File: src/hw/rtl/lmq_pkg.sv
// ----------------------------------------------------------------------------
// lmq_pkg
// Shared codes and types for the Lamport mutex request queue: message kinds,
// register indexes, controller states and the tag word of the scan chain.
// ----------------------------------------------------------------------------
package lmq_pkg;

  // incoming message kinds (in_tuser)
  localparam logic [2:0] REQ_LOCAL = 3'd0;
  localparam logic [2:0] REL_LOCAL = 3'd1;
  localparam logic [2:0] REQ_IN    = 3'd2;
  localparam logic [2:0] REPLY_IN  = 3'd3;
  localparam logic [2:0] REL_IN    = 3'd4;
  localparam logic [2:0] DONE_IN   = 3'd5;

  // outgoing message kinds (out_tuser)
  localparam logic [1:0] SEND_NONE  = 2'd0;
  localparam logic [1:0] SEND_REQ   = 2'd1;
  localparam logic [1:0] SEND_REPLY = 2'd2;
  localparam logic [1:0] SEND_REL   = 2'd3;

  // configuration register indexes
  localparam logic [0:0] REG_OWN_ID  = 1'b0;
  localparam logic [0:0] REG_REPLIES = 1'b1;

  localparam logic [4:0] DONE_MAX = 5'd16;

  // control part of the token that travels down the cell chain
  typedef struct packed {
    logic       valid;       // token present at this cell
    logic       found;       // a live entry has been seen so far
    logic [3:0] owner;       // owner of the best entry so far
    logic [3:0] last_owner;  // owner of the top live entry
  } tok_tag_t;

  typedef enum logic [4:0] {
    S_IDLE  = 5'b00001,
    S_RSCAN = 5'b00010,
    S_EVAL  = 5'b00100,
    S_GSCAN = 5'b01000,
    S_OUT   = 5'b10000
  } state_t;

endpackage

File: src/hw/rtl/lmq_cell.sv
// ----------------------------------------------------------------------------
// lmq_cell
// One request table slot. Holds a (timestamp, owner) entry and passes the
// running minimum token, plus the top live entry, on to the next slot.
// ----------------------------------------------------------------------------
module lmq_cell #(
  parameter int TIME_BITS = 16,
  parameter int IDX_BITS  = 4,
  parameter int CNT_BITS  = 5,
  parameter int IDX       = 0
) (
  input  logic                  clk,
  input  logic                  rst_n,
  input  logic                  wr_en,
  input  logic [IDX_BITS-1:0]   wr_idx,
  input  logic [TIME_BITS-1:0]  wr_time,
  input  logic [3:0]            wr_owner,
  input  logic [CNT_BITS-1:0]   cnt,
  input  lmq_pkg::tok_tag_t     in_tag,
  input  logic [TIME_BITS-1:0]  in_time,
  input  logic [IDX_BITS-1:0]   in_idx,
  input  logic [TIME_BITS-1:0]  in_last_time,
  output lmq_pkg::tok_tag_t     out_tag,
  output logic [TIME_BITS-1:0]  out_time,
  output logic [IDX_BITS-1:0]   out_idx,
  output logic [TIME_BITS-1:0]  out_last_time
);

  logic [TIME_BITS-1:0] ent_time_r;
  logic [3:0]           ent_owner_r;

  lmq_pkg::tok_tag_t    tag_r, tag_nxt;
  logic [TIME_BITS-1:0] time_r, time_nxt;
  logic [IDX_BITS-1:0]  idx_r, idx_nxt;
  logic [TIME_BITS-1:0] last_time_r, last_time_nxt;

  logic live, better, take, is_last;

  always_comb begin
    live    = (CNT_BITS'(IDX) < cnt);
    // ties on time go to the smaller owner; full ties keep the earlier slot
    better  = !in_tag.found || (ent_time_r < in_time) ||
              ((ent_time_r == in_time) && (ent_owner_r < in_tag.owner));
    take    = live && better;
    is_last = (CNT_BITS'(IDX + 1) == cnt);

    tag_nxt.valid      = in_tag.valid;
    tag_nxt.found      = in_tag.found | live;
    tag_nxt.owner      = take ? ent_owner_r : in_tag.owner;
    tag_nxt.last_owner = is_last ? ent_owner_r : in_tag.last_owner;
    time_nxt           = take ? ent_time_r : in_time;
    idx_nxt            = take ? IDX_BITS'(IDX) : in_idx;
    last_time_nxt      = is_last ? ent_time_r : in_last_time;
  end

  always_ff @(posedge clk) begin
    if (wr_en && (wr_idx == IDX_BITS'(IDX))) begin
      ent_time_r  <= wr_time;
      ent_owner_r <= wr_owner;
    end
  end

  always_ff @(posedge clk) begin
    if (!rst_n) begin
      tag_r <= '0;
    end else begin
      tag_r <= tag_nxt;
    end
  end

  always_ff @(posedge clk) begin
    time_r      <= time_nxt;
    idx_r       <= idx_nxt;
    last_time_r <= last_time_nxt;
  end

  assign out_tag       = tag_r;
  assign out_time      = time_r;
  assign out_idx       = idx_r;
  assign out_last_time = last_time_r;

endmodule

File: src/hw/rtl/lamport_mutex_request_queue.sv
// ----------------------------------------------------------------------------
// lamport_mutex_request_queue
// One node of Lamport mutual exclusion: Lamport clock, request table kept
// in a chain of slots, reply count, waiting flag and done count.
// ----------------------------------------------------------------------------
// Flow: a word is accepted only in the idle state. A release on a non-empty
// table first scans for the minimum and moves the top live entry into its slot;
// every word is then evaluated, and a grant check scans again when the node is
// waiting with no replies left and a non-empty table; the result then goes to
// the output register. The minimum scan walks the slot chain one slot per cycle.
// The output register lets the next word in while a result waits.
// Reset: synchronous, active low; clock, counts and flags clear, own_id and
// replies_needed return to 1; table slots hold no reset value.
module lamport_mutex_request_queue #(
  parameter int TABLE_DEPTH = 16,
  parameter int TIME_BITS   = 16
) (
  input  logic        clk,
  input  logic        rst_n,
  // in_tdata: peer_id [3:0], msg_time [19:4], zero [23:20]
  input  logic [23:0] in_tdata,
  // in_tuser: req_type [2:0]
  input  logic [2:0]  in_tuser,
  input  logic        in_tvalid,
  output logic        in_tready,
  // out_tdata: send_peer [3:0], send_time [19:4], granted [20],
  //            table_error [21], finished_peers [26:22], zero [31:27]
  output logic [31:0] out_tdata,
  // out_tuser: send_kind [1:0]
  output logic [1:0]  out_tuser,
  output logic        out_tvalid,
  input  logic        out_tready,
  input  logic        cfg_we,
  input  logic [0:0]  cfg_idx,
  input  logic [3:0]  cfg_wdata
);

  localparam int IDX_BITS = (TABLE_DEPTH > 1) ? $clog2(TABLE_DEPTH) : 1;
  localparam int CNT_BITS = $clog2(TABLE_DEPTH + 1);
  localparam int WB       = (TIME_BITS > 16) ? TIME_BITS : 16;
  localparam logic [TIME_BITS-1:0] TMAX   = '1;
  localparam logic [WB-1:0]        TMAX_W = WB'(TMAX);
  localparam logic [CNT_BITS-1:0]  CNT_FULL = CNT_BITS'(TABLE_DEPTH);

  lmq_pkg::state_t st_r, st_nxt;

  logic [TIME_BITS-1:0] clock_r, clock_nxt;
  logic [CNT_BITS-1:0]  cnt_r, cnt_nxt;
  logic [3:0]           rleft_r, rleft_nxt;
  logic                 wait_r, wait_nxt;
  logic [4:0]           done_r, done_nxt;
  logic [3:0]           own_id_r, rneed_r;

  logic [1:0]  res_kind_r, res_kind_nxt;
  logic [3:0]  res_peer_r, res_peer_nxt;
  logic [15:0] res_time_r, res_time_nxt;
  logic        res_grant_r, res_grant_nxt;
  logic        res_err_r, res_err_nxt;

  logic [31:0] out_data_r, out_data_nxt;
  logic [1:0]  out_user_r, out_user_nxt;
  logic        out_v_r, out_v_nxt;

  // scan chain wiring; index k feeds slot k
  lmq_pkg::tok_tag_t    tag_w      [0:TABLE_DEPTH];
  logic [TIME_BITS-1:0] time_w     [0:TABLE_DEPTH];
  logic [IDX_BITS-1:0]  idx_w      [0:TABLE_DEPTH];
  logic [TIME_BITS-1:0] last_w     [0:TABLE_DEPTH];

  logic                 scan_start;
  logic                 wr_en;
  logic [IDX_BITS-1:0]  wr_idx;
  logic [TIME_BITS-1:0] wr_time;
  logic [3:0]           wr_owner;

  logic [2:0]           in_type;
  logic [3:0]           in_peer;
  logic [WB-1:0]        mt_w;
  logic [TIME_BITS-1:0] mt_c, base, clk_inc, base_inc, base_inc2;

  assign in_type = in_tuser;
  assign in_peer = in_tdata[3:0];
  assign mt_w    = WB'(in_tdata[19:4]);

  always_comb begin
    mt_c      = (mt_w > TMAX_W) ? TMAX : TIME_BITS'(mt_w);
    clk_inc   = (clock_r == TMAX) ? TMAX : clock_r + TIME_BITS'(1);
    base      = (mt_c > clock_r) ? mt_c : clock_r;
    base_inc  = (base == TMAX) ? TMAX : base + TIME_BITS'(1);
    base_inc2 = (base_inc == TMAX) ? TMAX : base_inc + TIME_BITS'(1);
  end

  assign in_tready = (st_r == lmq_pkg::S_IDLE);

  always_comb begin
    st_nxt        = st_r;
    clock_nxt     = clock_r;
    cnt_nxt       = cnt_r;
    rleft_nxt     = rleft_r;
    wait_nxt      = wait_r;
    done_nxt      = done_r;
    res_kind_nxt  = res_kind_r;
    res_peer_nxt  = res_peer_r;
    res_time_nxt  = res_time_r;
    res_grant_nxt = res_grant_r;
    res_err_nxt   = res_err_r;
    out_v_nxt     = out_v_r && !out_tready;
    out_data_nxt  = out_data_r;
    out_user_nxt  = out_user_r;
    scan_start    = 1'b0;
    wr_en         = 1'b0;
    wr_idx        = cnt_r[IDX_BITS-1:0];
    wr_time       = mt_c;
    wr_owner      = in_peer;

    unique case (st_r)
      lmq_pkg::S_IDLE: begin
        if (in_tvalid) begin
          res_kind_nxt  = lmq_pkg::SEND_NONE;
          res_peer_nxt  = 4'd0;
          res_time_nxt  = 16'd0;
          res_grant_nxt = 1'b0;
          res_err_nxt   = 1'b0;
          st_nxt        = lmq_pkg::S_EVAL;
          unique case (in_type)
            lmq_pkg::REQ_LOCAL: begin
              clock_nxt    = clk_inc;
              wr_time      = clk_inc;
              wr_owner     = own_id_r;
              if (cnt_r == CNT_FULL) begin
                res_err_nxt = 1'b1;
              end else begin
                wr_en   = 1'b1;
                cnt_nxt = cnt_r + CNT_BITS'(1);
              end
              wait_nxt     = 1'b1;
              rleft_nxt    = rneed_r;
              res_kind_nxt = lmq_pkg::SEND_REQ;
              res_time_nxt = 16'(clk_inc);
            end
            lmq_pkg::REL_LOCAL: begin
              clock_nxt    = clk_inc;
              wait_nxt     = 1'b0;
              rleft_nxt    = 4'd0;
              res_kind_nxt = lmq_pkg::SEND_REL;
              res_time_nxt = 16'(clk_inc);
              if (cnt_r == '0) begin
                res_err_nxt = 1'b1;
              end else begin
                scan_start = 1'b1;
                st_nxt     = lmq_pkg::S_RSCAN;
              end
            end
            lmq_pkg::REQ_IN: begin
              clock_nxt = base_inc2;
              if (cnt_r == CNT_FULL) begin
                res_err_nxt = 1'b1;
              end else begin
                wr_en   = 1'b1;
                cnt_nxt = cnt_r + CNT_BITS'(1);
              end
              res_kind_nxt = lmq_pkg::SEND_REPLY;
              res_peer_nxt = in_peer;
              res_time_nxt = 16'(base_inc2);
            end
            lmq_pkg::REPLY_IN: begin
              clock_nxt = base_inc;
              if (rleft_r != 4'd0) rleft_nxt = rleft_r - 4'd1;
            end
            lmq_pkg::REL_IN: begin
              clock_nxt = base_inc;
              if (rleft_r != 4'd0) rleft_nxt = rleft_r - 4'd1;
              if (cnt_r == '0) begin
                res_err_nxt = 1'b1;
              end else begin
                scan_start = 1'b1;
                st_nxt     = lmq_pkg::S_RSCAN;
              end
            end
            lmq_pkg::DONE_IN: begin
              clock_nxt = base_inc;
              if (done_r < lmq_pkg::DONE_MAX) done_nxt = done_r + 5'd1;
            end
            default: begin
            end
          endcase
        end
      end
      lmq_pkg::S_RSCAN: begin
        // move the top live entry into the minimum's slot
        if (tag_w[TABLE_DEPTH].valid) begin
          wr_en    = 1'b1;
          wr_idx   = idx_w[TABLE_DEPTH];
          wr_time  = last_w[TABLE_DEPTH];
          wr_owner = tag_w[TABLE_DEPTH].last_owner;
          cnt_nxt  = cnt_r - CNT_BITS'(1);
          st_nxt   = lmq_pkg::S_EVAL;
        end
      end
      lmq_pkg::S_EVAL: begin
        if (wait_r && (rleft_r == 4'd0) && (cnt_r != '0)) begin
          scan_start = 1'b1;
          st_nxt     = lmq_pkg::S_GSCAN;
        end else begin
          st_nxt = lmq_pkg::S_OUT;
        end
      end
      lmq_pkg::S_GSCAN: begin
        if (tag_w[TABLE_DEPTH].valid) begin
          if (tag_w[TABLE_DEPTH].owner == own_id_r) begin
            res_grant_nxt = 1'b1;
            wait_nxt      = 1'b0;
          end
          st_nxt = lmq_pkg::S_OUT;
        end
      end
      lmq_pkg::S_OUT: begin
        if (!out_v_r || out_tready) begin
          out_v_nxt    = 1'b1;
          out_user_nxt = res_kind_r;
          out_data_nxt = {5'd0, done_r, res_err_r, res_grant_r, res_time_r, res_peer_r};
          st_nxt       = lmq_pkg::S_IDLE;
        end
      end
      default: begin
        st_nxt = lmq_pkg::S_IDLE;
      end
    endcase
  end

  always_ff @(posedge clk) begin
    if (!rst_n) begin
      st_r     <= lmq_pkg::S_IDLE;
      clock_r  <= '0;
      cnt_r    <= '0;
      rleft_r  <= '0;
      wait_r   <= 1'b0;
      done_r   <= '0;
      out_v_r  <= 1'b0;
    end else begin
      st_r     <= st_nxt;
      clock_r  <= clock_nxt;
      cnt_r    <= cnt_nxt;
      rleft_r  <= rleft_nxt;
      wait_r   <= wait_nxt;
      done_r   <= done_nxt;
      out_v_r  <= out_v_nxt;
    end
  end

  always_ff @(posedge clk) begin
    res_kind_r  <= res_kind_nxt;
    res_peer_r  <= res_peer_nxt;
    res_time_r  <= res_time_nxt;
    res_grant_r <= res_grant_nxt;
    res_err_r   <= res_err_nxt;
    out_data_r  <= out_data_nxt;
    out_user_r  <= out_user_nxt;
  end

  always_ff @(posedge clk) begin
    if (!rst_n) begin
      own_id_r <= 4'd1;
      rneed_r  <= 4'd1;
    end else if (cfg_we) begin
      unique case (cfg_idx)
        lmq_pkg::REG_OWN_ID:  own_id_r <= cfg_wdata;
        lmq_pkg::REG_REPLIES: rneed_r  <= cfg_wdata;
        default: begin
        end
      endcase
    end
  end

  // head of the chain: a fresh token with nothing found yet
  always_comb begin
    tag_w[0].valid      = scan_start;
    tag_w[0].found      = 1'b0;
    tag_w[0].owner      = 4'd0;
    tag_w[0].last_owner = 4'd0;
    time_w[0]           = '0;
    idx_w[0]            = '0;
    last_w[0]           = '0;
  end

  for (genvar k = 0; k < TABLE_DEPTH; k++) begin : g_slot
    lmq_cell #(
      .TIME_BITS (TIME_BITS),
      .IDX_BITS  (IDX_BITS),
      .CNT_BITS  (CNT_BITS),
      .IDX       (k)
    ) u_slot (
      .clk           (clk),
      .rst_n         (rst_n),
      .wr_en         (wr_en),
      .wr_idx        (wr_idx),
      .wr_time       (wr_time),
      .wr_owner      (wr_owner),
      .cnt           (cnt_r),
      .in_tag        (tag_w[k]),
      .in_time       (time_w[k]),
      .in_idx        (idx_w[k]),
      .in_last_time  (last_w[k]),
      .out_tag       (tag_w[k+1]),
      .out_time      (time_w[k+1]),
      .out_idx       (idx_w[k+1]),
      .out_last_time (last_w[k+1])
    );
  end

  assign out_tdata  = out_data_r;
  assign out_tuser  = out_user_r;
  assign out_tvalid = out_v_r;

  a_cnt_bound: assert property (@(posedge clk) disable iff (!rst_n)
    cnt_r <= CNT_FULL)
    else $error("request table count above depth");

  a_tok_in_scan: assert property (@(posedge clk) disable iff (!rst_n)
    tag_w[TABLE_DEPTH].valid |-> (st_r == lmq_pkg::S_RSCAN || st_r == lmq_pkg::S_GSCAN))
    else $error("scan token arrived outside a scan");

  a_remove_dec: assert property (@(posedge clk) disable iff (!rst_n)
    (st_r == lmq_pkg::S_RSCAN && tag_w[TABLE_DEPTH].valid)
      |=> (cnt_r == $past(cnt_r) - CNT_BITS'(1)))
    else $error("removal did not shrink the table");

  a_grant_clears: assert property (@(posedge clk) disable iff (!rst_n)
    (st_r == lmq_pkg::S_OUT && res_grant_r) |-> !wait_r)
    else $error("grant given while still waiting");

endmodule

File: config.mk
export PLATFORM = sky130hd
export DESIGN_NAME = lamport_mutex_request_queue
export DESIGN_NICKNAME = d
export VERILOG_FILES = /design/src/hw/rtl/lmq_pkg.sv /design/src/hw/rtl/lmq_cell.sv /design/src/hw/rtl/lamport_mutex_request_queue.sv
export SDC_FILE = /design/constraint.sdc
export NUM_CORES = 2
export LEC_CHECK = 0
export BUFFER_PORTS_ARGS = -buffer_cell sky130_fd_sc_hd__buf_2
export CAP_MARGIN = 40
export CORE_UTILIZATION = 35
export CTS_BUF_LIST = sky130_fd_sc_hd__clkbuf_16
export CTS_CLUSTER_DIAMETER = 40
export DETAILED_ROUTE_END_ITERATION = 7
export GPL_TIMING_DRIVEN = 0
export MAX_ROUTING_LAYER = met4
export SKIP_CTS_REPAIR_TIMING = 1
export SYNTH_ARGS = -nofsm -noshare
export SYNTH_HDL_FRONTEND = slang
export SYNTH_SLANG_ARGS = --single-unit
export TNS_END_PERCENT = 5
File: constraint.sdc
create_clock -name clk -period 5.8 [get_ports clk]
set_clock_uncertainty 0.05 [all_clocks]
set_input_delay 0.29 -clock clk [delete_from_list [all_inputs] [get_ports clk]]
set_output_delay 0.29 -clock clk [all_outputs]
set_load 0.02 [all_outputs]
==> metrics.sh <==
RUN_STATUS='finished clean'
DRT_FIRST_PASS_ITERS=7
REGTOREGSETUPSLACK_NS=0.22
CRITPATHSLOWESTCELL='sky130_fd_sc_hd__dfxtp_2'
WORSTSKEWPAIRLATENCY_NS=0.76
DRT-VIAS-PER-INSTANCE=4.87
DPL.HPWL_UM=90700
MOSTFREQUENTLAYOUTCELLS='sky130_fd_sc_hd__dfxtp_1 (747), sky130_fd_sc_hd__edfxtp_1 (373), sky130_fd_sc_hd__inv_1 (343), sky130_fd_sc_hd__nand2_1 (316), sky130_fd_sc_hd__mux2_2 (310)'
ROUTE.DETAILED.WL_PER_INST_UM=19.6
CP.BUFFERS_INVERTERS=5
OVERFLOW=0
CP_MAX_FO=10
PRIMARY_FLIP_FLOP_CELL_CHOSEN_BY_SYNTHESIS_MAPPING='sky130_fd_sc_hd__dfxtp_1'
CLOCK_EDGE_TRANSITION_AT_THE_REGISTERS_ON_THE_REPORTED_SETUP_AND_HOLD_PATHS_NS=0.06
YOSYS.AREA.TOP_TYPE_SHARE=0.327
INITIALDRTVIOLATIONCOUNT=2254
SYNTH.YOSYS.WARNINGS=0
GR-MAX-USAGE-LAYER='met2'
BEGINNING_OF_THE_WORST_HOLD_PATH='in_tdata[11]'
MAX_SLEW_MARGIN=0.387
YS_TOP_CELLS_BY_AREA='sky130_fd_sc_hd__dfxtp_1 (33%), sky130_fd_sc_hd__edfxtp_1 (24%), sky130_fd_sc_hd__ha_1 (8.5%), sky130_fd_sc_hd__mux2_2 (7.6%), sky130_fd_sc_hd__o21ai_0 (3.3%)'
MAXCLOCKFREQUENCY_GHz=0.179
CLOCK_PATH_BUFFERS=3
MULTI_INPUT_COMB_AREA_UM2=18200
SETUP_VIOL=0
CRIT_PATH_START_KIND='flop'
ANTENNA_FOUND_INITIAL=4
MIN_PERIOD_OVER_PERIOD=0.961
FINAL_NETS=4617
PLACEMENTROWS=132
FINALHOLDVIOLATIONS=0
POSTLAYOUTCOREUTIL=0.419
STARTPOINT='clock_r[7]'
EFFECTIVE_UTILIZATION_AT_FLOORPLAN=0.353
RSZ0062_AT_GRT='no'
CTSROOTBUFFERMASTER='sky130_fd_sc_hd__clkbuf_16'
MAXCAPVIOLCOUNT=0
DIE_H_UM=364
SYNTH_AREA_PER_CELL_UM2=11.5
YS_SEQ_AREA_FRAC=0.571
YS_ASYNC_SR_FRACTION=0
SYNTH.LIB_CELLS_USED.DISTINCT=66
P_PER_AREA_nW_PER_UM2=373
POWER.SWITCHING_FRACTION=0.261
GR_USAGE_TOTAL=0.185
CPPEAKSTAGEDELAY_NS=0.40
CPLARGESTDELAYFAMILY='simple AND/OR/NAND/NOR gates'
DRT_WL_TOTAL_UM=120000
REGAREA_UM2=26200
HOLD_PATH.CLASS='input port to flop'
DETAILROUTE.VIA_COUNT=29800
USE_MET2=0.301
TIMING_WORST_SLEW_PIN_VALUE_NS=0.913
AREA.GROWTH.SYNTH_TO_FINAL_PCT=18.4
NUM_CTS_BUFFERS=143
SYNTH_AREA_UM2=45900
GRT_START_MAX_NET_PINS=27
SYNTH_ENABLE_FLOP_CELLS=373
GRT_UTIL_MET1=0.239
TRITONCTS='yes'
TMIN_FINAL_NS=5.58
WORST_SETUP_PATH_END_KIND='flop'
DIE_X_UM=364
FINAL_COMMON_CELL='sky130_fd_sc_hd__dfxtp_1'
CRIT_ARRIVAL_NS=6.01
GRT_PASS1_WL_UM=181000
REGTOREGSTARTPOINT='clock_r[7]'
CRITPATHKIND='flop to flop'
DIE_AREA_UM2=133000
NUM_IO_PINS=73
IR_WORST_VDD_V=0.000295
DRT_DRC_VIOLATIONS_LEFT=0
CRITICAL_PATH_REQUIRED_NS=6.24
COMB_POWER_SHARE=0.125
NUMBER_OF_PORT_BUFFERS=60
POWER.SHARE.SEQUENTIAL=0.447
HTREEDEPTH=4
CELLINTERNALPOWER_W=0.0150
TOTALNEGATIVESETUPSLACK_NS=0
NUMBER_OF_SLEW_LIMIT_VIOLATIONS_IN_THE_FINAL_REPORT=0
FINALPOWER_W=0.0203
GP_ROUTABILITY_CONGESTION=0.908
POST-SYNTH-TOP-AREA-CELL='sky130_fd_sc_hd__dfxtp_1'
SYNTH_SEQ_CELLS=1122
POWER.STATIC_LEAKAGE_nW=20.8
FP.COREAREA_UM2=130000
DRIVE_GT1_FRAC=0.173
POST_SYNTH_INST_COUNT=3987
SWITCHINGPOWER_W=0.00530
GRTUSAGEMET3=0.0254
DETAIL-ROUTE-ANTENNA-NETS=0
POWER.SHARE.CLOCK=0.429
GRT_PASS1_VIAS=29700
CTS.SINKS=1122
N_FILL_CELL=12300
-- worst min-delay path: stages --
cell and delay [ns]:
sky130_fd_sc_hd__buf_2 0.20, sky130_fd_sc_hd__a22oi_1 0.13, sky130_fd_sc_hd__o21ai_4 0.10
-- metal layers --
| metal | wire length [um] | share of wire | up-vias |
|---|---|---|---|
| met3 | 4970 | 0.041 | 181 |
| met1 | 55200 | 0.46 | 14500 |
| li1 | - | - | 14500 |
| met4 | 2530 | 0.021 | 0 |
| met2 | 57200 | 0.48 | 665 |
| met5 | 0 | 0 | - |
-- cell usage after synthesis (4+ instances only) --
cell                       number
sky130_fd_sc_hd__nand3b_1       7
sky130_fd_sc_hd__a211oi_1       6
sky130_fd_sc_hd__nor3b_1       11
sky130_fd_sc_hd__nand3_1       58
sky130_fd_sc_hd__a21oi_1       83
sky130_fd_sc_hd__ha_1         311
sky130_fd_sc_hd__nor4b_1        6
sky130_fd_sc_hd__nor2_1       110
sky130_fd_sc_hd__inv_1        325
sky130_fd_sc_hd__o21ai_1        4
sky130_fd_sc_hd__a21boi_0      18
sky130_fd_sc_hd__mux2_2       310
sky130_fd_sc_hd__edfxtp_1     373
sky130_fd_sc_hd__a31oi_1       26
sky130_fd_sc_hd__o21ai_0      299
sky130_fd_sc_hd__and3_1        34
sky130_fd_sc_hd__buf_4          5
sky130_fd_sc_hd__nor2b_1      168
sky130_fd_sc_hd__xor2_1        13
sky130_fd_sc_hd__dfxtp_1      749
sky130_fd_sc_hd__or3_1          5
sky130_fd_sc_hd__o211a_1        5
sky130_fd_sc_hd__nand4_1       54
sky130_fd_sc_hd__xnor2_1       39
sky130_fd_sc_hd__nand2b_1      48
sky130_fd_sc_hd__nand2_1      316
sky130_fd_sc_hd__o31a_1         4
sky130_fd_sc_hd__o211ai_1       6
sky130_fd_sc_hd__or2_2         32
sky130_fd_sc_hd__o22a_1         6
sky130_fd_sc_hd__o21a_1        77
sky130_fd_sc_hd__clkbuf_1     124
sky130_fd_sc_hd__a222oi_1       5
sky130_fd_sc_hd__nand4b_1       5
sky130_fd_sc_hd__mux2i_1      134
sky130_fd_sc_hd__a21o_1        45
sky130_fd_sc_hd__a22oi_1       14
sky130_fd_sc_hd__nor3_1        30
sky130_fd_sc_hd__o21bai_1       4
sky130_fd_sc_hd__buf_1         15
sky130_fd_sc_hd__and2_1        55
sky130_fd_sc_hd__nor4_1        12
-- state kept, by name, indices dropped and copies added, names as in the netlist, 4 cells and up --
name,count
g_slot.u_slot.ent_time_r,256
g_slot.u_slot.out_last_time,256
g_slot.u_slot.out_time,240
g_slot.u_slot.out_tag,159
g_slot.u_slot.ent_owner_r,64
g_slot.u_slot.out_idx,49
out_tdata,27
clock_r,16
res_time_r,16
cnt_r,5
done_r,5
st_r,5
own_id_r,4
res_peer_r,4
rleft_r,4
rneed_r,4
-- per-stage QoR --
stage | area [um2] | hold slack [ns] | setup WS, ns | instances
6_report | 54300 | 0.0327 | 0.225 | 6133
5_1_grt | 54300 | 0.0367 | 0.00837 | 6130
4_1_cts | 54000 | -0.293 | -1.21 | 6106
3_5_place_dp | 49200 | 0.342 | -1.15 | 5843
3_3_place_gp | 48400 | 0.344 | -2.51 | 5793
2_1_floorplan | 45900 | 0.336 | 0.497 | 3991
-- cells by family after synthesis --
logic type,count (synthesis),share of synthesized area
mux,446,0.106
other cells,1,0.0000817
buf+inv,473,0.0393
fa+ha+maj,311,0.0848
compound gates,629,0.0832
xor+xnor,52,0.00993
flops,1122,0.571
simple gates,953,0.106
-- worst paths after layout --
| kind | endpoint | cells after the start |
|---|---|---|
| max | res_time_r[14] | 25 |
| min | g_slot[15].u_slot.ent_time_r[7] | 3 |
| max reg2reg | res_time_r[14] | 25 |
| min reg2reg | g_slot[13].u_slot.out_idx[2] | 1 |
-- power groups by stage --
| stage | clock [W] | sequential (W) | combinational (W) |
|---|---|---|---|
| after floorplan | 0 | 0.00911 | 0.00146 |
| after global placement | 0 | 0.00924 | 0.00229 |
| after detailed placement | 0 | 0.00922 | 0.00248 |
| after CTS | 0.00885 | 0.00905 | 0.00250 |
| after global routing | 0.00920 | 0.00910 | 0.00277 |
| final | 0.00868 | 0.00905 | 0.00252 |
-- layout make-up --
type / count / area share
Sequential cell: 1122 / 0.482
Buffer: 146 / 0.0111
Inverter: 325 / 0.0224
Clock buffer: 150 / 0.0691
Tap cell: 1742 / 0.0401
Timing Repair Buffer: 135 / 0.0228
Clock inverter: 113 / 0.0178
Multi-Input combinational cell: 2396 / 0.334
Antenna cell: 4 / 0.000184
No activity file was read; power rests on OpenSTA's default activity.
